### src/hw/rtl/fdsa_pkg.sv
// ----------------------------------------------------------------------------
// fdsa_pkg
// Shared types and codes for the Forth data stack with ALU: word codes,
// entry kinds, status codes and the controller/datapath command bundles.
// ----------------------------------------------------------------------------
package fdsa_pkg;

    localparam int DATA_W      = 32;
    localparam int KIND_W      = 2;
    localparam int ENTRY_W     = KIND_W + DATA_W;
    localparam int FUNC_W      = 4;
    localparam int STATUS_W    = 2;
    localparam int DEPTH_OUT_W = 7;

    // word codes
    localparam logic [FUNC_W-1:0] FN_ADD   = 4'd0;
    localparam logic [FUNC_W-1:0] FN_SUB   = 4'd1;
    localparam logic [FUNC_W-1:0] FN_MUL   = 4'd2;
    localparam logic [FUNC_W-1:0] FN_DIV   = 4'd3;
    localparam logic [FUNC_W-1:0] FN_PRINT = 4'd4;
    localparam logic [FUNC_W-1:0] FN_DUP   = 4'd5;
    localparam logic [FUNC_W-1:0] FN_DROP  = 4'd6;
    localparam logic [FUNC_W-1:0] FN_SWAP  = 4'd7;
    localparam logic [FUNC_W-1:0] FN_PUSH  = 4'd8;

    localparam logic [KIND_W-1:0] KIND_INT = 2'd0;

    localparam logic [STATUS_W-1:0] ST_OK      = 2'd0;
    localparam logic [STATUS_W-1:0] ST_DIVZERO = 2'd1;
    localparam logic [STATUS_W-1:0] ST_UNDER   = 2'd2;
    localparam logic [STATUS_W-1:0] ST_OVER    = 2'd3;

    // write address select
    localparam logic [1:0] WA_TOP = 2'd0;   // n-1
    localparam logic [1:0] WA_SEC = 2'd1;   // n-2
    localparam logic [1:0] WA_NEW = 2'd2;   // n

    // write data select
    localparam logic [1:0] WD_LIT = 2'd0;
    localparam logic [1:0] WD_RES = 2'd1;
    localparam logic [1:0] WD_A   = 2'd2;   // second from top
    localparam logic [1:0] WD_B   = 2'd3;   // top

    // entry count update
    localparam logic [1:0] CNT_HOLD = 2'd0;
    localparam logic [1:0] CNT_INC  = 2'd1;
    localparam logic [1:0] CNT_DEC1 = 2'd2;
    localparam logic [1:0] CNT_DEC2 = 2'd3;

    typedef struct packed {
        logic                ld_item;
        logic                rd_en;
        logic                st_ld;
        logic [STATUS_W-1:0] st_code;
        logic                prt_ld;
        logic                res_ld;
        logic                div_start;
        logic                wr_en;
        logic [1:0]          wr_addr;
        logic [1:0]          wr_data;
        logic [1:0]          cnt_op;
        logic                out_ld;
    } fdsa_cmd_t;

    typedef struct packed {
        logic [FUNC_W-1:0] func;
        logic              n_zero;
        logic              n_lt2;
        logic              n_full;
        logic              both_int;
        logic              b_zero;
        logic              div_done;
        logic              out_busy;
    } fdsa_sts_t;

endpackage

### src/hw/rtl/fdsa_div.sv
// ----------------------------------------------------------------------------
// fdsa_div
// Signed 32-bit divider, truncating toward zero. Restoring radix-2, one
// quotient bit per cycle; done pulses in the cycle after the last step.
// ----------------------------------------------------------------------------
module fdsa_div
    import fdsa_pkg::*;
(
    input  logic              clk,
    input  logic              rst_n,
    input  logic              start,
    input  logic [DATA_W-1:0] dividend,
    input  logic [DATA_W-1:0] divisor,
    output logic              done,
    output logic [DATA_W-1:0] quotient
);

    localparam int STEP_W = $clog2(DATA_W);

    logic              busy_reg, busy_next;
    logic              done_reg, done_next;
    logic [STEP_W-1:0] step_reg, step_next;
    logic [DATA_W-1:0] rem_reg, rem_next;
    logic [DATA_W-1:0] quo_reg, quo_next;
    logic [DATA_W-1:0] dvs_reg, dvs_next;
    logic              neg_reg, neg_next;

    logic [DATA_W:0]   rem_sh;
    logic [DATA_W:0]   diff;

    assign rem_sh = {rem_reg, quo_reg[DATA_W-1]};
    assign diff   = rem_sh - {1'b0, dvs_reg};

    always_comb
    begin
        busy_next = busy_reg;
        done_next = 1'b0;
        step_next = step_reg;
        rem_next  = rem_reg;
        quo_next  = quo_reg;
        dvs_next  = dvs_reg;
        neg_next  = neg_reg;
        if (start)
        begin
            busy_next = 1'b1;
            step_next = STEP_W'(DATA_W - 1);
            rem_next  = '0;
            quo_next  = dividend[DATA_W-1] ? (DATA_W'(0) - dividend) : dividend;
            dvs_next  = divisor[DATA_W-1] ? (DATA_W'(0) - divisor) : divisor;
            neg_next  = dividend[DATA_W-1] ^ divisor[DATA_W-1];
        end
        else if (busy_reg)
        begin
            rem_next  = diff[DATA_W] ? rem_sh[DATA_W-1:0] : diff[DATA_W-1:0];
            quo_next  = {quo_reg[DATA_W-2:0], ~diff[DATA_W]};
            step_next = step_reg - STEP_W'(1);
            if (step_reg == '0)
            begin
                busy_next = 1'b0;
                done_next = 1'b1;
            end
        end
    end

    always_ff @(posedge clk or negedge rst_n)
    begin
        if (!rst_n)
        begin
            busy_reg <= 1'b0;
            done_reg <= 1'b0;
        end
        else
        begin
            busy_reg <= busy_next;
            done_reg <= done_next;
        end
    end

    always_ff @(posedge clk)
    begin
        step_reg <= step_next;
        rem_reg  <= rem_next;
        quo_reg  <= quo_next;
        dvs_reg  <= dvs_next;
        neg_reg  <= neg_next;
    end

    assign done     = done_reg;
    assign quotient = neg_reg ? (DATA_W'(0) - quo_reg) : quo_reg;

endmodule

### src/hw/rtl/fdsa_dp.sv
// ----------------------------------------------------------------------------
// fdsa_dp
// Datapath: stack memory with two registered read ports and one write
// port, entry count, ALU with divider, and the output register.
// ----------------------------------------------------------------------------
module fdsa_dp
    import fdsa_pkg::*;
#(
    parameter int STACK_DEPTH = 64
)
(
    input  logic                clk,
    input  logic                rst_n,
    input  fdsa_cmd_t           cmd,
    output fdsa_sts_t           sts,
    input  logic [FUNC_W-1:0]   in_func,
    input  logic [KIND_W-1:0]   in_kind,
    input  logic [DATA_W-1:0]   in_value,
    input  logic                out_ready,
    output logic                out_valid,
    output logic                out_print_valid,
    output logic [KIND_W-1:0]   out_print_kind,
    output logic [DATA_W-1:0]   out_print_value,
    output logic [STATUS_W-1:0] out_status,
    output logic [DEPTH_OUT_W-1:0] out_depth
);

    localparam int AW = (STACK_DEPTH > 1) ? $clog2(STACK_DEPTH) : 1;
    localparam int CW = $clog2(STACK_DEPTH + 1);
    localparam int XW = (CW > DEPTH_OUT_W) ? CW : DEPTH_OUT_W;

    logic [ENTRY_W-1:0] mem [STACK_DEPTH];

    logic [FUNC_W-1:0]   func_reg;
    logic [KIND_W-1:0]   lkind_reg;
    logic [DATA_W-1:0]   lval_reg;
    logic [CW-1:0]       cnt_reg, cnt_next;
    logic [ENTRY_W-1:0]  rd_a_reg, rd_b_reg;
    logic [DATA_W-1:0]   res_reg;
    logic                pvalid_reg;
    logic [KIND_W-1:0]   pkind_reg;
    logic [DATA_W-1:0]   pval_reg;
    logic [STATUS_W-1:0] st_reg;
    logic                ovalid_reg, ovalid_next;
    logic                opv_reg;
    logic [KIND_W-1:0]   opk_reg;
    logic [DATA_W-1:0]   opval_reg;
    logic [STATUS_W-1:0] ost_reg;
    logic [DEPTH_OUT_W-1:0] odepth_reg;

    logic [AW-1:0]      addr_top, addr_sec, addr_new, wr_addr;
    logic [CW-1:0]      cnt_m1, cnt_m2;
    logic [ENTRY_W-1:0] wr_data;
    logic [DATA_W-1:0]  a_val, b_val, alu_res, mul_lo, div_q;
    logic               div_done;
    logic [XW-1:0]      cnt_x;

    assign cnt_m1   = cnt_reg - CW'(1);
    assign cnt_m2   = cnt_reg - CW'(2);
    assign addr_top = cnt_m1[AW-1:0];
    assign addr_sec = cnt_m2[AW-1:0];
    assign addr_new = cnt_reg[AW-1:0];

    assign a_val = rd_a_reg[DATA_W-1:0];
    assign b_val = rd_b_reg[DATA_W-1:0];

    always_comb
    begin
        case (cmd.wr_addr)
            WA_TOP:  wr_addr = addr_top;
            WA_SEC:  wr_addr = addr_sec;
            default: wr_addr = addr_new;
        endcase
        case (cmd.wr_data)
            WD_LIT:  wr_data = {lkind_reg, lval_reg};
            WD_RES:  wr_data = {KIND_INT, res_reg};
            WD_A:    wr_data = rd_a_reg;
            default: wr_data = rd_b_reg;
        endcase
    end

    // stack memory
    always_ff @(posedge clk)
    begin
        if (cmd.wr_en)
            mem[wr_addr] <= wr_data;
        if (cmd.rd_en)
        begin
            rd_a_reg <= mem[addr_sec];
            rd_b_reg <= mem[addr_top];
        end
    end

    fdsa_div u_div (
        .clk      (clk),
        .rst_n    (rst_n),
        .start    (cmd.div_start),
        .dividend (a_val),
        .divisor  (b_val),
        .done     (div_done),
        .quotient (div_q)
    );

    assign mul_lo = a_val * b_val;

    always_comb
    begin
        case (func_reg)
            FN_ADD:  alu_res = a_val + b_val;
            FN_SUB:  alu_res = a_val - b_val;
            FN_MUL:  alu_res = mul_lo;
            default: alu_res = div_q;
        endcase
    end

    always_comb
    begin
        case (cmd.cnt_op)
            CNT_INC:  cnt_next = cnt_reg + CW'(1);
            CNT_DEC1: cnt_next = cnt_m1;
            CNT_DEC2: cnt_next = cnt_m2;
            default:  cnt_next = cnt_reg;
        endcase
    end

    always_comb
    begin
        ovalid_next = ovalid_reg;
        if (cmd.out_ld)
            ovalid_next = 1'b1;
        else if (out_ready)
            ovalid_next = 1'b0;
    end

    always_ff @(posedge clk or negedge rst_n)
    begin
        if (!rst_n)
        begin
            cnt_reg    <= '0;
            ovalid_reg <= 1'b0;
        end
        else
        begin
            cnt_reg    <= cnt_next;
            ovalid_reg <= ovalid_next;
        end
    end

    always_ff @(posedge clk)
    begin
        if (cmd.ld_item)
        begin
            func_reg   <= in_func;
            lkind_reg  <= in_kind;
            lval_reg   <= in_value;
            pvalid_reg <= 1'b0;
            pkind_reg  <= '0;
            pval_reg   <= '0;
            st_reg     <= ST_OK;
        end
        else
        begin
            if (cmd.st_ld)
                st_reg <= cmd.st_code;
            if (cmd.prt_ld)
            begin
                pvalid_reg <= 1'b1;
                pkind_reg  <= rd_b_reg[ENTRY_W-1:DATA_W];
                pval_reg   <= b_val;
            end
        end
        if (cmd.res_ld)
            res_reg <= alu_res;
        if (cmd.out_ld)
        begin
            opv_reg    <= pvalid_reg;
            opk_reg    <= pkind_reg;
            opval_reg  <= pval_reg;
            ost_reg    <= st_reg;
            odepth_reg <= cnt_x[DEPTH_OUT_W-1:0];
        end
    end

    assign cnt_x = XW'(cnt_reg);

    assign sts.func     = func_reg;
    assign sts.n_zero   = (cnt_reg == '0);
    assign sts.n_lt2    = (cnt_reg < CW'(2));
    assign sts.n_full   = (cnt_reg >= CW'(STACK_DEPTH));
    assign sts.both_int = (rd_a_reg[ENTRY_W-1:DATA_W] == KIND_INT)
                        && (rd_b_reg[ENTRY_W-1:DATA_W] == KIND_INT);
    assign sts.b_zero   = (b_val == '0);
    assign sts.div_done = div_done;
    assign sts.out_busy = ovalid_reg & ~out_ready;

    assign out_valid       = ovalid_reg;
    assign out_print_valid = opv_reg;
    assign out_print_kind  = opk_reg;
    assign out_print_value = opval_reg;
    assign out_status      = ost_reg;
    assign out_depth       = odepth_reg;

endmodule

### config.mk
export PLATFORM = sky130hd
export DESIGN_NAME = fdsa_dp
export DESIGN_NICKNAME = d
export VERILOG_FILES = /design/src/hw/rtl/fdsa_pkg.sv /design/src/hw/rtl/fdsa_div.sv /design/src/hw/rtl/fdsa_dp.sv
export SDC_FILE = /design/constraint.sdc
export NUM_CORES = 2
export LEC_CHECK = 0
export BUFFER_PORTS_ARGS = -buffer_cell sky130_fd_sc_hd__buf_4
export CORE_MARGIN = 5
export CORE_UTILIZATION = 60
export DETAILED_ROUTE_END_ITERATION = 7
export GPL_TIMING_DRIVEN = 0
export HOLD_SLACK_MARGIN = 0.1
export PLACE_DENSITY = 0.78
export SETUP_SLACK_MARGIN = 0.1
export SKIP_CTS_REPAIR_TIMING = 1
export SLEW_MARGIN = 20
export SYNTH_ARGS = -nofsm -noshare
export SYNTH_HDL_FRONTEND = slang
export SYNTH_SLANG_ARGS = --single-unit
### constraint.sdc
create_clock -name clk -period 9.9 [get_ports clk]
set_clock_uncertainty 0.2 [all_clocks]
set_input_delay 0.495 -clock clk [delete_from_list [all_inputs] [get_ports clk]]
set_output_delay 0.495 -clock clk [all_outputs]
set_load 0.05 [all_outputs]
==> metrics.txt <==
# TYPE chip_impl_metric gauge
chip_impl_info{name="holdCritStartpoint",value="cmd[14]"} 1
chip_impl_info{name="violations_in_the_final_reports",value="design-rule violations"} 1
chip_impl_metric{name="worst_skew_pair.late_latency",unit="ns"} 0.97
chip_impl_info{name="worst_r2r_src",value="rd_b_reg[7]$_DFFE_PP_"} 1
chip_impl_metric{name="flip_flop_and_latch_area",unit="sq um"} 74500
chip_impl_info{name="layout_commonest_cell",value="sky130_fd_sc_hd__edfxtp_1"} 1
chip_impl_metric{name="synth-seq-area-share",unit="%"} 55.8
chip_impl_metric{name="multiInputGateArea",unit="sq um"} 56000
chip_impl_metric{name="fmax",unit="MHz"} 102
chip_impl_metric{name="top_level_ports",unit=""} 113
chip_impl_metric{name="layout-drive-gt1-share",unit="%"} 29.8
chip_impl_metric{name="antenna_found_initial",unit=""} 107
chip_impl_metric{name="crit_path_max_fanout",unit=""} 10
chip_impl_metric{name="chipWidth",unit="um"} 482
chip_impl_metric{name="globalRouteMet3Util",unit="%"} 27.9
chip_impl_metric{name="clockBufferDepth",unit=""} 3
chip_impl_metric{name="htree_num_levels",unit=""} 4
chip_impl_metric{name="grt_first_pass_wirelength",unit="um"} 746000
chip_impl_info{name="crit_path_start_kind",value="flop"} 1
chip_impl_metric{name="critical-path-max-stage-delay",unit="ns"} 0.97
chip_impl_metric{name="starting_density_of_the_core",unit="%"} 60.2
chip_impl_metric{name="final.min_clock_period",unit="ns"} 9.76
chip_impl_metric{name="pre_cts_ws",unit="ns"} 0.311
chip_impl_metric{name="setup_slack_after_layout",unit="ns"} 0.142
chip_impl_metric{name="largest_register_ff_count",unit=""} 2176
chip_impl_info{name="cpMostUsedCell",value="sky130_fd_sc_hd__fa_1"} 1
chip_impl_metric{name="synth-edff-count",unit=""} 2423
chip_impl_metric{name="timing_max_transition_violations_final",unit=""} 0
chip_impl_metric{name="wl_per_cell",unit="um"} 49.2
chip_impl_metric{name="grt_use_total",unit="%"} 48.5
chip_impl_info{name="cts_tree",value="done"} 1
chip_impl_metric{name="finalHoldViolCount",unit=""} 0
chip_impl_metric{name="design.core.area",unit="sq um"} 222000
chip_impl_metric{name="design.die.area",unit="sq um"} 232000
chip_impl_metric{name="mappedNetlistNets",unit=""} 8239
chip_impl_info{name="clock_tree.root_cell",value="sky130_fd_sc_hd__clkbuf_16"} 1
chip_impl_metric{name="crit_required",unit="ns"} 10.42
chip_impl_metric{name="grt_pass1_vias",unit=""} 88106
chip_impl_info{name="globalRoute.busiestLayer",value="met2"} 1
chip_impl_metric{name="first_iter_violations",unit=""} 20235
chip_impl_info{name="path_delay_family",value="adder cells"} 1
chip_impl_metric{name="drtAntennaViolNets",unit=""} 0
chip_impl_metric{name="numCtsBuffers",unit=""} 241
chip_impl_metric{name="netlist_area",unit="sq um"} 134000
chip_impl_metric{name="grt_start_max_net_pins",unit=""} 69
chip_impl_metric{name="layoutNonFillerInstCount",unit=""} 11437
chip_impl_metric{name="buffer_ports.inserted",unit=""} 108
chip_impl_metric{name="timing.max_cap.violations",unit=""} 0
chip_impl_metric{name="post-place-cells",unit=""} 10838
chip_impl_metric{name="synth-seq-cells",unit=""} 2507
chip_impl_metric{name="critPathArrivalTime",unit="ns"} 10.28
chip_impl_info{name="worstSetupStartpoint",value="rd_b_reg[7]$_DFFE_PP_"} 1
chip_impl_info{name="outcome",value="finished, violations left"} 1
chip_impl_info{name="mostFrequentLayoutCells",value="sky130_fd_sc_hd__edfxtp_1, sky130_fd_sc_hd__mux4_2, sky130_fd_sc_hd__inv_1"} 1
chip_impl_metric{name="async_reset_ff_share",unit="%"} 0.399
chip_impl_info{name="rsz0062_at_grt",value="false"} 1
chip_impl_metric{name="synth_cell_type_count",unit=""} 84
chip_impl_metric{name="yosys_warnings",unit=""} 0
chip_impl_metric{name="setup_viol",unit=""} 0
chip_impl_info{name="yosys_most_used_dff",value="sky130_fd_sc_hd__edfxtp_1"} 1
chip_impl_metric{name="drt_pre_antenna_iters",unit=""} 8
chip_impl_metric{name="grtUsageMet1",unit="%"} 56.7
chip_impl_metric{name="crit_buf_inv",unit=""} 6
chip_impl_metric{name="area_growth_syn_to_layout",unit="%"} 14.0
chip_impl_metric{name="design.final.nets",unit=""} 8827
chip_impl_info{name="hold_path_class",value="in2reg"} 1
chip_impl_metric{name="fp.dieH",unit="um"} 482
chip_impl_metric{name="synth_largest_type_area_fraction",unit="%"} 54.5
chip_impl_metric{name="drt-vias-per-instance",unit=""} 8.07
chip_impl_metric{name="placementRows",unit=""} 173
chip_impl_info{name="yosys-top-cells-area",value="sky130_fd_sc_hd__edfxtp_1, sky130_fd_sc_hd__mux4_2, sky130_fd_sc_hd__fa_1"} 1
chip_impl_info{name="worst-setup-path-type",value="reg2reg"} 1
chip_impl_metric{name="slew_headroom",unit="%"} 3.49
chip_impl_metric{name="worst_slew_pin_slew",unit="ns"} 1.45
chip_impl_info{name="cpMaxStageDelayCell",value="sky130_fd_sc_hd__clkbuf_1"} 1
chip_impl_metric{name="per_instance_average_area_after_synthesis",unit="sq um"} 17.6
chip_impl_metric{name="grt_util_met2",unit="%"} 65.2
chip_impl_metric{name="grt_remaining_overflow",unit=""} 0
chip_impl_metric{name="hpwl",unit="um"} 390000
chip_impl_info{name="end_kind",value="flop"} 1
chip_impl_metric{name="post_dp_cell_area",unit="sq um"} 143000
chip_impl_metric{name="fin_util",unit="%"} 68.6
chip_impl_metric{name="final_design_area_no_fill",unit="sq um"} 152000
chip_impl_metric{name="clock_sink_count",unit=""} 2507
chip_impl_info{name="netlist.top_cell.by_area",value="sky130_fd_sc_hd__edfxtp_1"} 1
chip_impl_metric{name="wirelength",unit="um"} 563000
chip_impl_metric{name="via_count",unit=""} 92289
chip_impl_metric{name="gpl.final_weighted_congestion",unit=""} 1.07
chip_impl_metric{name="synthesis.instances",unit=""} 7572
chip_impl_metric{name="min_period_over_period",unit="%"} 98.6
chip_impl_metric{name="worst_setup_hold_path_clk_slew",unit="ns"} 0.06
chip_impl_metric{name="total_of_fill_cells_in_the_finished_design",unit=""} 13780
chip_impl_metric{name="drc",unit=""} 77
==> Yosys cell counts, types with 15 or more instances <==
library cell and instances:
sky130_fd_sc_hd__a21oi_1 134, sky130_fd_sc_hd__nor2_1 246, sky130_fd_sc_hd__buf_1 103, sky130_fd_sc_hd__a31oi_1 16
sky130_fd_sc_hd__mux4_2 1441, sky130_fd_sc_hd__xnor2_1 151, sky130_fd_sc_hd__mux2i_1 68, sky130_fd_sc_hd__o31ai_1 43
sky130_fd_sc_hd__nand2b_1 33, sky130_fd_sc_hd__nor2b_1 22, sky130_fd_sc_hd__dfxtp_1 74, sky130_fd_sc_hd__ha_1 200
sky130_fd_sc_hd__nand3_1 28, sky130_fd_sc_hd__clkbuf_1 420, sky130_fd_sc_hd__nand2_1 388, sky130_fd_sc_hd__nor3_1 38
sky130_fd_sc_hd__o21ai_0 98, sky130_fd_sc_hd__xor2_1 108, sky130_fd_sc_hd__and2_1 323, sky130_fd_sc_hd__fa_1 410
sky130_fd_sc_hd__a21o_1 30, sky130_fd_sc_hd__inv_1 458, sky130_fd_sc_hd__a22oi_1 19, sky130_fd_sc_hd__a211oi_1 48
sky130_fd_sc_hd__or3_1 15, sky130_fd_sc_hd__edfxtp_1 2423
==> per-layer routing <==
layer,wire length [um],share of wire (%),vias up
met3,111000,20,3164
met5,804,0.14,-
li1,-,-,31479
met2,227000,40,11491
met1,162000,29,46115
met4,62000,11,40
==> cells by family after synthesis <==
family | synth area share, %
DFF | 55.8
muxes | 24.9
and+or+nand+nor | 4.34
buffers and inverters | 2.81
adders and majority gates | 8.02
AOI/OAI and AO/OA | 2.50
xor gates and xnor gates | 1.70
==> through the flow <==
stage / setup TNS (ns) / hold slack (ns)
after floorplan: 0 / -0.000591
after global placement: -2777.95 / 0.180
after detailed placement: 0 / 0.182
after CTS: 0 / -0.757
after global routing: 0 / 0.0931
final: 0 / 0.0677
==> worst register-to-register path, delay by kind of cell, from the launching register on <==
family / cells / cell delay [ns]
AO/OA/AOI/OAI: 8 / 1.95
XOR/XNOR: 1 / 0.39
adder cells (fa/ha/maj): 9 / 4.24
buffers and inverters: 6 / 1.95
flip-flops: 1 / 0.49
AND/OR/NAND/NOR: 2 / 0.39
==> area by class of cell <==
cell class / instances / share of cell area (%)
Tap cell: 2975 / 2.44
Clock buffer: 289 / 4.18
Sequential cell: 2507 / 48.9
Inverter: 458 / 1.13
Multi-Input combinational cell: 4071 / 36.8
Clock inverter: 166 / 1.19
Buffer: 536 / 1.55
Timing Repair Buffer: 345 / 3.67
Antenna cell: 90 / 0.148
==> path summary, 6_finish.rpt <==
| kind | to | slack [ns] | cells past startpoint |
|---|---|---|---|
| worst min-delay path | rd_b_reg[0]$_DFFE_PP_ | 0.07 | 1 |
| max in group asynchronous | out_valid$_DFFE_PN0P_ | 8.10 | 3 |
| worst max-delay path | res_reg[31]$_DFFE_PP_ | 0.14 | 26 |
| worst min register to register | out_print_value[5]$_DFFE_PP_ | 0.21 | 0 |
| worst max register to register | res_reg[31]$_DFFE_PP_ | 0.14 | 26 |
| min in group asynchronous | cnt_reg[1]$_DFFE_PN0P_ | 0.72 | 3 |
Power is not shown: default switching activity piles up to over one toggle a cycle in this logic, so the estimate is an artifact.
