[src/hw/rtl/fdsa_pkg.sv]
// ----------------------------------------------------------------------------
// fdsa_pkg
// Shared types and codes for the Forth data stack with ALU: word codes,
// entry kinds, status codes and the controller/datapath command bundles.
// ----------------------------------------------------------------------------
package fdsa_pkg;

    localparam int DATA_W      = 32;
    localparam int KIND_W      = 2;
    localparam int ENTRY_W     = KIND_W + DATA_W;
    localparam int FUNC_W      = 4;
    localparam int STATUS_W    = 2;
    localparam int DEPTH_OUT_W = 7;

    // word codes
    localparam logic [FUNC_W-1:0] FN_ADD   = 4'd0;
    localparam logic [FUNC_W-1:0] FN_SUB   = 4'd1;
    localparam logic [FUNC_W-1:0] FN_MUL   = 4'd2;
    localparam logic [FUNC_W-1:0] FN_DIV   = 4'd3;
    localparam logic [FUNC_W-1:0] FN_PRINT = 4'd4;
    localparam logic [FUNC_W-1:0] FN_DUP   = 4'd5;
    localparam logic [FUNC_W-1:0] FN_DROP  = 4'd6;
    localparam logic [FUNC_W-1:0] FN_SWAP  = 4'd7;
    localparam logic [FUNC_W-1:0] FN_PUSH  = 4'd8;

    localparam logic [KIND_W-1:0] KIND_INT = 2'd0;

    localparam logic [STATUS_W-1:0] ST_OK      = 2'd0;
    localparam logic [STATUS_W-1:0] ST_DIVZERO = 2'd1;
    localparam logic [STATUS_W-1:0] ST_UNDER   = 2'd2;
    localparam logic [STATUS_W-1:0] ST_OVER    = 2'd3;

    // write address select
    localparam logic [1:0] WA_TOP = 2'd0;   // n-1
    localparam logic [1:0] WA_SEC = 2'd1;   // n-2
    localparam logic [1:0] WA_NEW = 2'd2;   // n

    // write data select
    localparam logic [1:0] WD_LIT = 2'd0;
    localparam logic [1:0] WD_RES = 2'd1;
    localparam logic [1:0] WD_A   = 2'd2;   // second from top
    localparam logic [1:0] WD_B   = 2'd3;   // top

    // entry count update
    localparam logic [1:0] CNT_HOLD = 2'd0;
    localparam logic [1:0] CNT_INC  = 2'd1;
    localparam logic [1:0] CNT_DEC1 = 2'd2;
    localparam logic [1:0] CNT_DEC2 = 2'd3;

    typedef struct packed {
        logic                ld_item;
        logic                rd_en;
        logic                st_ld;
        logic [STATUS_W-1:0] st_code;
        logic                prt_ld;
        logic                res_ld;
        logic                div_start;
        logic                wr_en;
        logic [1:0]          wr_addr;
        logic [1:0]          wr_data;
        logic [1:0]          cnt_op;
        logic                out_ld;
    } fdsa_cmd_t;

    typedef struct packed {
        logic [FUNC_W-1:0] func;
        logic              n_zero;
        logic              n_lt2;
        logic              n_full;
        logic              both_int;
        logic              b_zero;
        logic              div_done;
        logic              out_busy;
    } fdsa_sts_t;

endpackage

[src/hw/rtl/fdsa_ctrl.sv]
// ----------------------------------------------------------------------------
// fdsa_ctrl
// Word sequencer: decodes one word at a time, checks depth limits, steps
// the datapath through read, compute, write-back and result hand-off.
// ----------------------------------------------------------------------------
module fdsa_ctrl
    import fdsa_pkg::*;
(
    input  logic      clk,
    input  logic      rst_n,
    input  logic      in_valid,
    output logic      in_ready,
    input  fdsa_sts_t sts,
    output fdsa_cmd_t cmd
);

    localparam logic [2:0] S_IDLE   = 3'd0;
    localparam logic [2:0] S_DECODE = 3'd1;
    localparam logic [2:0] S_OPS    = 3'd2;
    localparam logic [2:0] S_DIVW   = 3'd3;
    localparam logic [2:0] S_WRA    = 3'd4;
    localparam logic [2:0] S_SWP2   = 3'd5;
    localparam logic [2:0] S_DONE   = 3'd6;

    logic [2:0] state_reg, state_next;

    assign in_ready = (state_reg == S_IDLE);

    always_comb
    begin
        cmd        = '0;
        state_next = state_reg;
        case (state_reg)
            S_IDLE:
            begin
                if (in_valid)
                begin
                    cmd.ld_item = 1'b1;
                    state_next  = S_DECODE;
                end
            end
            S_DECODE:
            begin
                state_next = S_DONE;
                case (sts.func)
                    FN_ADD, FN_SUB, FN_MUL, FN_DIV, FN_SWAP:
                    begin
                        if (sts.n_lt2)
                        begin
                            cmd.st_ld   = 1'b1;
                            cmd.st_code = ST_UNDER;
                        end
                        else
                        begin
                            cmd.rd_en  = 1'b1;
                            state_next = S_OPS;
                        end
                    end
                    FN_PRINT, FN_DROP:
                    begin
                        if (sts.n_zero)
                        begin
                            cmd.st_ld   = 1'b1;
                            cmd.st_code = ST_UNDER;
                        end
                        else
                        begin
                            cmd.rd_en  = 1'b1;
                            state_next = S_OPS;
                        end
                    end
                    FN_DUP:
                    begin
                        // dup on an empty stack is a no-op
                        if (!sts.n_zero)
                        begin
                            if (sts.n_full)
                            begin
                                cmd.st_ld   = 1'b1;
                                cmd.st_code = ST_OVER;
                            end
                            else
                            begin
                                cmd.rd_en  = 1'b1;
                                state_next = S_OPS;
                            end
                        end
                    end
                    FN_PUSH:
                    begin
                        if (sts.n_full)
                        begin
                            cmd.st_ld   = 1'b1;
                            cmd.st_code = ST_OVER;
                        end
                        else
                        begin
                            cmd.wr_en   = 1'b1;
                            cmd.wr_addr = WA_NEW;
                            cmd.wr_data = WD_LIT;
                            cmd.cnt_op  = CNT_INC;
                        end
                    end
                    default:
                    begin
                        state_next = S_DONE;
                    end
                endcase
            end
            S_OPS:
            begin
                state_next = S_DONE;
                case (sts.func)
                    FN_SWAP:
                    begin
                        cmd.wr_en   = 1'b1;
                        cmd.wr_addr = WA_TOP;
                        cmd.wr_data = WD_A;
                        state_next  = S_SWP2;
                    end
                    FN_PRINT:
                    begin
                        cmd.prt_ld = 1'b1;
                        cmd.cnt_op = CNT_DEC1;
                    end
                    FN_DROP:
                    begin
                        cmd.cnt_op = CNT_DEC1;
                    end
                    FN_DUP:
                    begin
                        cmd.wr_en   = 1'b1;
                        cmd.wr_addr = WA_NEW;
                        cmd.wr_data = WD_B;
                        cmd.cnt_op  = CNT_INC;
                    end
                    default:
                    begin
                        // arithmetic: mixed kinds discard both operands
                        if (!sts.both_int)
                            cmd.cnt_op = CNT_DEC2;
                        else if (sts.func == FN_DIV)
                        begin
                            if (sts.b_zero)
                            begin
                                cmd.st_ld   = 1'b1;
                                cmd.st_code = ST_DIVZERO;
                            end
                            else
                            begin
                                cmd.div_start = 1'b1;
                                state_next    = S_DIVW;
                            end
                        end
                        else
                        begin
                            cmd.res_ld = 1'b1;
                            state_next = S_WRA;
                        end
                    end
                endcase
            end
            S_DIVW:
            begin
                if (sts.div_done)
                begin
                    cmd.res_ld = 1'b1;
                    state_next = S_WRA;
                end
            end
            S_WRA:
            begin
                cmd.wr_en   = 1'b1;
                cmd.wr_addr = WA_SEC;
                cmd.wr_data = WD_RES;
                cmd.cnt_op  = CNT_DEC1;
                state_next  = S_DONE;
            end
            S_SWP2:
            begin
                cmd.wr_en   = 1'b1;
                cmd.wr_addr = WA_SEC;
                cmd.wr_data = WD_B;
                state_next  = S_DONE;
            end
            S_DONE:
            begin
                if (!sts.out_busy)
                begin
                    cmd.out_ld = 1'b1;
                    state_next = S_IDLE;
                end
            end
            default:
            begin
                state_next = S_IDLE;
            end
        endcase
    end

    always_ff @(posedge clk or negedge rst_n)
    begin
        if (!rst_n)
            state_reg <= S_IDLE;
        else
            state_reg <= state_next;
    end

endmodule

[config.mk]
export PLATFORM = sky130hd
export DESIGN_NAME = fdsa_ctrl
export DESIGN_NICKNAME = d
export VERILOG_FILES = /design/src/hw/rtl/fdsa_pkg.sv /design/src/hw/rtl/fdsa_ctrl.sv
export SDC_FILE = /design/constraint.sdc
export NUM_CORES = 1
export LEC_CHECK = 0
export ABC_CLOCK_PERIOD_IN_PS = 1200
export BUFFER_PORTS_ARGS = -buffer_cell sky130_fd_sc_hd__buf_2
export CORE_MARGIN = 5
export CORE_UTILIZATION = 38
export DETAILED_ROUTE_END_ITERATION = 12
export HOLD_SLACK_MARGIN = 0.12
export PLACE_DENSITY = 0.72
export SLEW_MARGIN = 20
export SYNTH_ARGS = -nofsm -noshare
export SYNTH_HDL_FRONTEND = slang
export SYNTH_SLANG_ARGS = --single-unit
[constraint.sdc]
create_clock -name clk -period 1.2 [get_ports clk]
set_input_delay 0.06 -clock clk [delete_from_list [all_inputs] [get_ports clk]]
set_output_delay 0.06 -clock clk [all_outputs]
set_load 0.01 [all_outputs]
==> impl_metrics.py, run 1 <==
metrics = {
    "outcome": {
        "status": "finished, violations left",
        "violations": "negative setup slack",
    },
    "critical_path": {
        "cp_max_fo": 4,
        "cp-start-kind": "register",
        "required_ps": 1140,
        "arrival_ps": 1460,
        "crit_path_end_kind": "output pin",
        "crit_type": "reg2out",
    },
    "global_routing": {
        "grt_antenna_before_repair": 0,
        "grt_first_pass_wirelength_um": 3440,
        "grt_max_degree": 15,
        "overflow": 0,
        "grt_use_total_pct": 21.0,
        "first_global_vias": 817,
    },
    "power_and_ir_drop": {
        "pwr-share-clk_pct": 9.6,
        "p_int_uw": 1080,
        "power.total_uw": 1970,
        "p_comb_share_pct": 79.6,
        "pwr-share-seq_pct": 10.8,
        "leakage_uw": 0.000512,
        "p_sw_share_pct": 45.4,
        "switchingPower_uw": 896,
        "powerDensity_nw_per_um2": 1840,
        "ir_worst_vdd_uv": 882,
    },
    "cells_and_area": {
        "finalCoreUtilization_pct": 81.3,
        "diodes": 0,
        "multi_input_area_sq_um": 566,
        "finalNonFillerCells": 147,
        "nFillCells": 91,
        "nNetsFinal": 147,
        "drive_gt1_share_pct": 62.1,
        "area.sequential_sq_um": 75.1,
        "largest_register_ff_count": 3,
        "syn2layout_area_growth_pct": 97.7,
        "fin_area_sq_um": 1070,
    },
    "clocking": {
        "cts_buffer_depth": 2,
        "clk_pin_slew_ps": 50,
        "htree_levels": 1,
        "cts_root_buffer": "clkbuf_4",
        "cts_sinks": 3,
        "cts_tree": "done",
        "cts-buffers-inserted": 3,
        "clk_latency_ps": 240,
    },
    "sta": {
        "worstMarginPinSlew_ps": 369,
        "setup_slack_ps": -317,
        "slew_violations": 0,
        "hold_ws_ps": 135,
        "rsz0062_at_grt": "true",
        "finClkSkew_ps": 14.5,
        "setup_viol": 18,
        "maxSlewHeadroom_pct": 75.2,
        "hold_viol_final": 0,
        "post-route-period-util_pct": 126,
        "max_freq_mhz": 659,
        "min_period_ps": 1520,
    },
    "place": {
        "port-buffer-count": 30,
        "placed_cell_area_sq_um": 833,
        "hpwlAfterDp_um": 1420,
        "dp_cells": 137,
        "globalplace.congestion": 0.804,
    },
    "die": {
        "die_h_um": 47.8,
        "dieArea_sq_um": 2280,
        "rows": 13,
        "pin_count": 31,
        "core_area_sq_um": 1320,
        "start_util_pct": 41.1,
        "die_width_um": 47.8,
    },
    "routing": {
        "drtIter0Drc": 20,
        "dr.pass1.iters": 4,
        "post_drt_wl_per_cell_um": 15.0,
        "drc_errors": 0,
        "vias_per_cell": 5.77,
        "vias": 848,
        "drt-total-wl_um": 2210,
        "ant_nets": 0,
    },
    "flow_run": {
        "maxCapViolCount": 0,
    },
    "yosys": {
        "yosys_warnings": 0,
        "synth-seq-area-share_pct": 13.9,
        "syn_area_sq_um": 542,
        "synth-edff-count": 0,
        "synthArstFlopShare_pct": 100,
        "syn_inst": 81,
        "syn_avg_cell_area_sq_um": 6.69,
        "ys_seq_elements": 3,
        "synthFlopType": "dfrtp_1",
        "synth_nets": 95,
        "synth_cell_types": 38,
    },
    "hold_path": {
        "hold_path.class": "in2async",
    },
}
==> power groups by stage <==
stage          registers [uW]  logic [uW]  clock network, uW
3_5_place_dp              199        1030                  0
3_3_place_gp              196        1010                  0
6_report                  214        1570                189
2_1_floorplan             203         594                  0
4_1_cts                   209        1450                181
5_1_grt                   221        1700                203
==> cells by family (layout without fill, tap and decap cells) <==
logic type,Yosys count,in the layout,synth area share (%)
buf+inv,7,58,6.00
simple gates,48,48,52.0
flops,3,3,13.9
compound gates,23,23,28.2
==> layout make-up <==
type                       instances  area share, %
timing repair buffer              52           35.3
inverter                           2          0.701
multi-input combinational         71           52.8
tap                               15           1.75
sequential                         3           7.01
clock buffer                       4           2.45
==> metal layers <==
metal	share of wire, %	wire length [um]	global-route usage, %
met4	2.2	48	9.68
met1	40	875	27.1
met3	7.6	167	1.13
met5	0	0	0
met2	51	1120	35.6
==> what timing repair did <==
action / CTS / global route
resized for setup: 31 / 12
gates cloned: 1 / 0
setup buffers: 5 / 0
pin swaps: 15 / 3
hold buffers: 1 / 0
hold endpoints to repair: 3 / 0
endpoints found under the setup margin: 17 / 19
==> through the flow <==
stage | setup slack [ps] | setup TNS [ps]
floorplan | -61.2 | -61.2
global placement | -189 | -1050
detailed placement | -191 | -1360
CTS | -299 | -3540
global route | -366 | -5090
finish | -317 | -4110
==> Yosys cell counts (all sizes together), types with 2 or more instances <==
cell type / count / area, sq um
a21oi: 5 / 25.0
nor2: 4 / 15.0
or2: 2 / 12.5
nor2b: 2 / 12.5
dfrtp: 3 / 75.1
a21boi: 2 / 15.0
o21ai: 7 / 35.0
clkbuf: 3 / 12.5
and2: 2 / 12.5
nand2: 12 / 45.0
nand3: 4 / 25.0
buf: 2 / 12.5
nor3: 4 / 20.0
nand2b: 7 / 43.8
inv: 2 / 7.51
==> path summary, 6_finish.rpt <==
path                            slack [ps]                      from  cells past startpoint                  endpoint
max in group asynchronous              940                     rst_n                      2  state_reg[1]$_DFFE_PN0P_
worst min-delay path                   140                     rst_n                      2  state_reg[0]$_DFFE_PN0P_
min in group clk                       150                    sts[0]                      3  state_reg[2]$_DFFE_PN0P_
worst min register to register         730  state_reg[1]$_DFFE_PN0P_                      2  state_reg[0]$_DFFE_PN0P_
worst max register to register        -110  state_reg[0]$_DFFE_PN0P_                      5  state_reg[2]$_DFFE_PN0P_
worst max-delay path                  -320  state_reg[2]$_DFFE_PN0P_                      3                   cmd[13]
==> critical path, cell delays in order (launching register included) <==
cell and delay, ps:
dfrtp_1 420, or3b_4 420, o31ai_2 210, buf_2 160
==> placed cells by master (no fill, tap or decap), drive strengths merged, types with 2 or more instances in the layout <==
| master | count |
|---|---|
| nand2b | 7 |
| nand3 | 4 |
| a21oi | 5 |
| clkbuf | 4 |
| buf | 51 |
| nor2 | 4 |
| dfrtp | 3 |
| o21ai | 7 |
| nand2 | 12 |
| and2 | 2 |
| nor3 | 4 |
| a21boi | 2 |
| inv | 2 |
| nor2b | 2 |
| or2 | 2 |
Note: power is estimated with default switching activity, not from simulation.
==> inputs of run 2 (changes only) <==
--- a/config.mk
+++ b/config.mk
@@ -5,13 +5,14 @@
 export SDC_FILE = /design/constraint.sdc
 export NUM_CORES = 1
 export LEC_CHECK = 0
+export ABC_AREA = 1
 export ABC_CLOCK_PERIOD_IN_PS = 1200
 export BUFFER_PORTS_ARGS = -buffer_cell sky130_fd_sc_hd__buf_2
 export CORE_MARGIN = 5
-export CORE_UTILIZATION = 38
+export CORE_UTILIZATION = 37
 export DETAILED_ROUTE_END_ITERATION = 12
 export HOLD_SLACK_MARGIN = 0.12
-export PLACE_DENSITY = 0.72
+export PLACE_DENSITY = 0.71
 export SLEW_MARGIN = 20
 export SYNTH_ARGS = -nofsm -noshare
 export SYNTH_HDL_FRONTEND = slang
==> run 2 against run 1 <==
Compared with the run above:
- the run still ends with negative setup slack left
- sequential power increased by 9.8%
- sequential share of layout area up 0.83 points
- utilization decreased by 5.2 points
- via count grew 4.2%
- first-iteration DRC count is 60% higher
- design area decreased by 7.6%
- synthesized cell count increased by 11%
- synthesized area shrank 6.7%
- global-route usage is 0.38 points lower
- critical endpoint is now cmd[8]
==> impl_metrics.py, run 2 <==
metrics = {
    "outcome": {
        "status": "finished, violations left",
        "violations": "negative setup slack",
    },
    "die": {
        "rows": 13,
        "die_width_um": 47.0,
        "die_h_um": 47.0,
        "core_area_sq_um": 1300,
        "start_util_pct": 38.8,
        "dieArea_sq_um": 2210,
        "pin_count": 31,
    },
    "yosys": {
        "ys_seq_elements": 3,
        "synthFlopType": "dfrtp_1",
        "synth_area_leader_cell": "nand2_1",
        "yosys_warnings": 0,
        "synth-seq-area-share_pct": 14.9,
        "synth_top_area_share_pct": 17.1,
        "syn_avg_cell_area_sq_um": 5.62,
        "syn_area_sq_um": 505,
        "synthTopCellsByArea": "nand2_1 (17%), dfrtp_1 (15%), nand3_1 (9.9%)",
        "yosysMostFrequentCell": "nand2_1",
        "synthArstFlopShare_pct": 100,
        "synth-edff-count": 0,
        "synth_cell_types": 24,
        "yosys-top-cells-count": "nand2_1 (23), inv_1 (13), nand3_1 (10)",
        "syn_inst": 90,
        "synth_nets": 104,
    },
    "power_and_ir_drop": {
        "pwr-share-clk_pct": 9.3,
        "p_int_uw": 1140,
        "pwr-share-seq_pct": 11.3,
        "switchingPower_uw": 946,
        "powerDensity_nw_per_um2": 2110,
        "p_comb_share_pct": 79.4,
        "ir_worst_vdd_uv": 1430,
        "p_sw_share_pct": 45.4,
        "leakage_uw": 0.000580,
    },
    "hold_path": {
        "hold_path.class": "in2reg",
    },
    "clocking": {
        "cts_root_buffer": "clkbuf_4",
        "cts_tree": "done",
        "cts_buffer_depth": 2,
        "clk_pin_slew_ps": 40,
        "cts-buffers-inserted": 3,
        "cts_sinks": 3,
        "htree_levels": 1,
        "clk_latency_ps": 240,
    },
    "routing": {
        "drtIter0Drc": 32,
        "drt-total-wl_um": 2250,
        "vias_per_cell": 5.56,
        "post_drt_wl_per_cell_um": 14.2,
        "vias": 884,
        "drc_errors": 0,
        "ant_nets": 0,
        "dr.pass1.iters": 4,
    },
    "sta": {
        "rsz0062_at_grt": "true",
        "finClkSkew_ps": 0.980,
        "maxSlewHeadroom_pct": 74.7,
        "hold_viol_final": 0,
        "setup_viol": 20,
        "setup_slack_ps": -382,
        "worstMarginPinSlew_ps": 379,
        "post-route-period-util_pct": 132,
        "max_freq_mhz": 632,
        "fin_setup_tns_ps": -5580,
        "min_period_ps": 1580,
        "slew_violations": 0,
    },
    "cells_and_area": {
        "nFillCells": 107,
        "drive_gt1_share_pct": 54.2,
        "nNetsFinal": 159,
        "diodes": 0,
        "layout_common_cells": "buf_2 (26), nand2_1 (19), buf_4 (13)",
        "finalNonFillerCells": 159,
        "syn2layout_area_growth_pct": 95.8,
        "largest_register_ff_count": 3,
        "final_common_cell": "buf_2",
    },
    "critical_path": {
        "reg2reg_slack_ps": -230,
        "cp_max_fo": 5,
        "crit_type": "reg2out",
        "cp-start-kind": "register",
        "crit_path_end_kind": "output pin",
        "arrival_ps": 1520,
        "required_ps": 1140,
    },
    "place": {
        "hpwlAfterDp_um": 1530,
        "port-buffer-count": 30,
        "dp_cells": 146,
        "globalplace.congestion": 0.850,
    },
    "global_routing": {
        "grt_use_total_pct": 20.7,
        "grt_antenna_before_repair": 0,
        "grt_max_degree": 7,
        "first_global_vias": 837,
        "overflow": 0,
        "grt_first_pass_wirelength_um": 3280,
    },
    "flow_run": {
        "maxCapViolCount": 0,
    },
}
run 2: final cells by class:
class / count / area, sq um / share of cell area [%]
timing repair buffer: 52 / 373 / 37.7
sequential: 3 / 77.6 / 7.84
inverter: 17 / 66.3 / 6.70
multi-input combinational: 68 / 428 / 43.2
clock buffer: 4 / 26.3 / 2.65
tap: 15 / 18.8 / 1.90
run 2: per-stage QoR:
stage	total power (uW)	area, sq um	worst slack (ps)	util, %	hold WS, ps
2_1_floorplan	854	517	-50.8	-	-236
3_3_place_gp	1310	758	-59.5	58.3	-143
3_5_place_dp	1340	758	-106	58.3	-143
4_1_cts	1810	891	-336	68.5	130
5_1_grt	2230	990	-457	76.1	148
6_report	2090	990	-382	76.1	134
run 2: cell families after synthesis:
| group | count (synthesis) | share of synthesized area (%) |
|---|---|---|
| simple gates | 55 | 52.5 |
| buf+inv | 19 | 16.8 |
| compound gates | 13 | 15.8 |
| flops | 3 | 14.9 |
run 2: routing by layer:
layer	up-vias	part of all wire (%)	GRT usage, %	wire [um]
met5	-	0	0	0
met4	0	1.6	9.39	37
met3	8	12	1.92	259
met2	64	52	39.3	1170
met1	397	35	22.7	781
li1	415	-	-	-
run 2: power by group through the flow:
| stage | Sequential [uW] | Combinational (uW) | Clock, uW |
|---|---|---|---|
| after CTS | 231 | 1390 | 188 |
| after global placement | 211 | 1100 | 0 |
| after global routing | 240 | 1780 | 209 |
| after detailed placement | 220 | 1120 | 0 |
| final | 235 | 1660 | 194 |
| after floorplan | 203 | 650 | 0 |
run 2: worst max-delay path, stage by stage, from the launching register on:
cell and delay [ps]:
dfrtp_1 410, buf_6 140, nor3_4 220, inv_2 90, or2_1 240, inv_1 50, buf_2 120
run 2: what timing repair did:
| action | 4_1_cts | 5_1_grt |
|---|---|---|
| pin swaps | 4 | 5 |
| setup endpoints to repair | 20 | 20 |
| hold endpoints to repair | 3 | 0 |
| gates resized for setup | 18 | 15 |
| hold buffers | 1 | 0 |
| buffers inserted | 4 | 5 |
run 2: worst paths after layout:
| kind | end | startpoint | cells after the start |
|---|---|---|---|
| setup / recovery | cmd[8] | state_reg[2]$_DFFE_PN0P_ | 6 |
| hold / removal | state_reg[2]$_DFFE_PN0P_ | sts[0] | 3 |
| setup reg to reg | state_reg[2]$_DFFE_PN0P_ | state_reg[2]$_DFFE_PN0P_ | 9 |
| hold reg to reg | state_reg[0]$_DFFE_PN0P_ | state_reg[0]$_DFFE_PN0P_ | 3 |
| max in group asynchronous | state_reg[0]$_DFFE_PN0P_ | rst_n | 2 |
| min in group asynchronous | state_reg[1]$_DFFE_PN0P_ | rst_n | 2 |
==> inputs of run 3 (changes only) <==
--- a/config.mk
+++ b/config.mk
@@ -9,10 +9,10 @@
 export ABC_CLOCK_PERIOD_IN_PS = 1200
 export BUFFER_PORTS_ARGS = -buffer_cell sky130_fd_sc_hd__buf_2
 export CORE_MARGIN = 5
-export CORE_UTILIZATION = 37
+export CORE_UTILIZATION = 30
 export DETAILED_ROUTE_END_ITERATION = 12
 export HOLD_SLACK_MARGIN = 0.12
-export PLACE_DENSITY = 0.71
+export PLACE_DENSITY = 0.6
 export SLEW_MARGIN = 20
 export SYNTH_ARGS = -nofsm -noshare
 export SYNTH_HDL_FRONTEND = slang
==> constraint.sdc (replaced) <==
create_clock -name clk -period 1.2 [get_ports clk]
set_input_delay 0.24 -clock clk [delete_from_list [all_inputs] [get_ports clk]]
set_output_delay 0.24 -clock clk [all_outputs]
set_load 0.01 [all_outputs]
==> run 3 against run 2 <==
Compared with the run above:
- power grew 12%
- via count fell by 0.79%
- the flow still finishes with violations (negative setup slack)
- sequential power rose by 3%
- setup slack worse by 140 ps
==> impl_metrics.py, run 3 (synthesis gave the netlist of run 2 again) <==
metrics = {
    "critical_path": {
        "crit_top_cell": "buf_6",
        "cp-startpoint": "state_reg[1]$_DFFE_PN0P_",
        "required_ps": 960,
        "path_buf_inv": 5,
        "reg2reg_from": "state_reg[1]$_DFFE_PN0P_",
        "cp.depth": 6,
        "cp_max_fo": 3,
        "rr_worst_depth": 8,
        "arrival_ps": 1480,
        "crit_path_end_kind": "output pin",
        "cp_cell_sequence": "buf_6, buf_4, buf_6, nor3_4, buf_6, buf_6",
        "cp-start-kind": "register",
        "cp_slowest_cell": "dfrtp_1",
        "reg2reg_slack_ps": -270,
        "crit_type": "reg2out",
        "cpLargestDelayFamily": "buffers and inverters",
        "r2r_end": "state_reg[0]$_DFFE_PN0P_",
        "slowest_delay_ps": 400,
    },
    "power_and_ir_drop": {
        "pwr-share-seq_pct": 10.4,
        "pwr-share-clk_pct": 7.4,
        "powerDensity_nw_per_um2": 1980,
        "p_comb_share_pct": 82.2,
        "leakage_uw": 0.000645,
        "p_sw_share_pct": 45.8,
        "p_int_uw": 1270,
        "ir_worst_vdd_uv": 1000,
        "switchingPower_uw": 1070,
    },
    "sta": {
        "setup_slack_ps": -522,
        "post-route-period-util_pct": 143,
        "rsz0062_at_grt": "true",
        "max_freq_mhz": 581,
        "worstMarginPinSlew_ps": 309,
        "finClkSkew_ps": 3.97,
        "hold_viol_final": 0,
        "min_period_ps": 1720,
        "setup_viol": 20,
        "maxSlewHeadroom_pct": 79.2,
        "slew_violations": 0,
    },
    "cells_and_area": {
        "largest_register_ff_count": 3,
        "layout_common_cells": "buf_2 (22), buf_4 (21), buf_6 (18)",
        "fin_area_sq_um": 1180,
        "drive_gt1_share_pct": 65.6,
        "final_common_cell": "buf_2",
        "diodes": 0,
        "syn2layout_area_growth_pct": 134,
        "nNetsFinal": 169,
    },
    "clocking": {
        "cts-buffers-inserted": 3,
        "htree_levels": 1,
        "clk_latency_ps": 230,
        "cts_buffer_depth": 2,
        "cts_root_buffer": "clkbuf_4",
        "cts_tree": "done",
        "clk_pin_slew_ps": 40,
        "cts_sinks": 3,
    },
    "die": {
        "dieArea_sq_um": 2610,
        "pin_count": 31,
        "die_h_um": 51.1,
        "rows": 14,
        "start_util_pct": 32.4,
        "core_area_sq_um": 1560,
        "die_width_um": 51.1,
    },
    "place": {
        "placed_cell_area_sq_um": 872,
        "port-buffer-count": 30,
        "pre_cts_slack_ps": -282,
        "hpwlAfterDp_um": 1550,
        "globalplace.congestion": 0.806,
    },
    "outcome": {
        "violations": "negative setup slack",
        "status": "finished, violations left",
    },
    "routing": {
        "post_drt_wl_per_cell_um": 13.3,
        "drc_errors": 0,
        "ant_nets": 0,
        "dr.pass1.iters": 4,
        "drtIter0Drc": 17,
        "vias_per_cell": 5.16,
        "drt-total-wl_um": 2260,
        "vias": 877,
    },
    "flow_run": {
        "maxCapViolCount": 0,
    },
    "global_routing": {
        "first_global_vias": 776,
        "grt_use_total_pct": 15.3,
        "grt_max_degree": 9,
        "grt_first_pass_wirelength_um": 3150,
        "grt_antenna_before_repair": 0,
        "overflow": 0,
    },
    "hold_path": {
        "hold_path.class": "in2async",
    },
}
-- run 3: cell type report --
| class | instances | area, sq um |
|---|---|---|
| clock buffers | 4 | 26.3 |
| fillers | 131 | 377 |
| inverters | 17 | 73.8 |
| multi-input cells | 68 | 504 |
| flip-flops and latches | 3 | 77.6 |
| well taps | 16 | 20.0 |
| repair buffers | 62 | 480 |
-- run 3: how the worst max path moves through the flow --
| stage | slack (ps) | endpoint |
|---|---|---|
| floorplan | -160 | cmd[8] |
| global placement | -270 | cmd[13] |
| detailed placement | -280 | cmd[13] |
| CTS | -490 | cmd[2] |
| global route | -580 | cmd[13] |
| finish | -520 | in_ready |
-- run 3: layer usage --
metal  GRT usage (%)  vias to the layer above  wire (um)
met5               0                        -          0
met4            5.38                        0          0
li1                -                      437          -
met1            18.8                      404        868
met3            2.03                        0        162
met2            27.3                       36       1230
-- run 3: through the flow --
step                      hold WS [ps]  util, %  std cells  total power [uW]  TNS, ps
after floorplan                  -55.6        -         90               906    -1440
after global placement            36.8     55.9        156              1360    -3170
after detailed placement          37.4     55.9        156              1370    -3620
after CTS                          328     66.5        166              1860    -7420
after global routing               338     75.8        170              2490    -8940
final                              330     75.8        170              2340    -7490
-- run 3: repair_timing --
action / in CTS / in global routing
hold endpoints to repair: 3 / 0
endpoints found under the setup margin: 19 / 20
gates resized for setup: 20 / 25
pin swaps: 5 / 10
setup buffers: 5 / 5
hold buffers: 1 / 0
-- run 3: power by group through the flow --
stage / Sequential (uW) / Clock, uW / Combinational (uW)
2_1_floorplan: 210 / 0 / 696
6_report: 243 / 174 / 1920
3_5_place_dp: 236 / 0 / 1140
3_3_place_gp: 234 / 0 / 1130
4_1_cts: 242 / 178 / 1440
5_1_grt: 247 / 197 / 2050
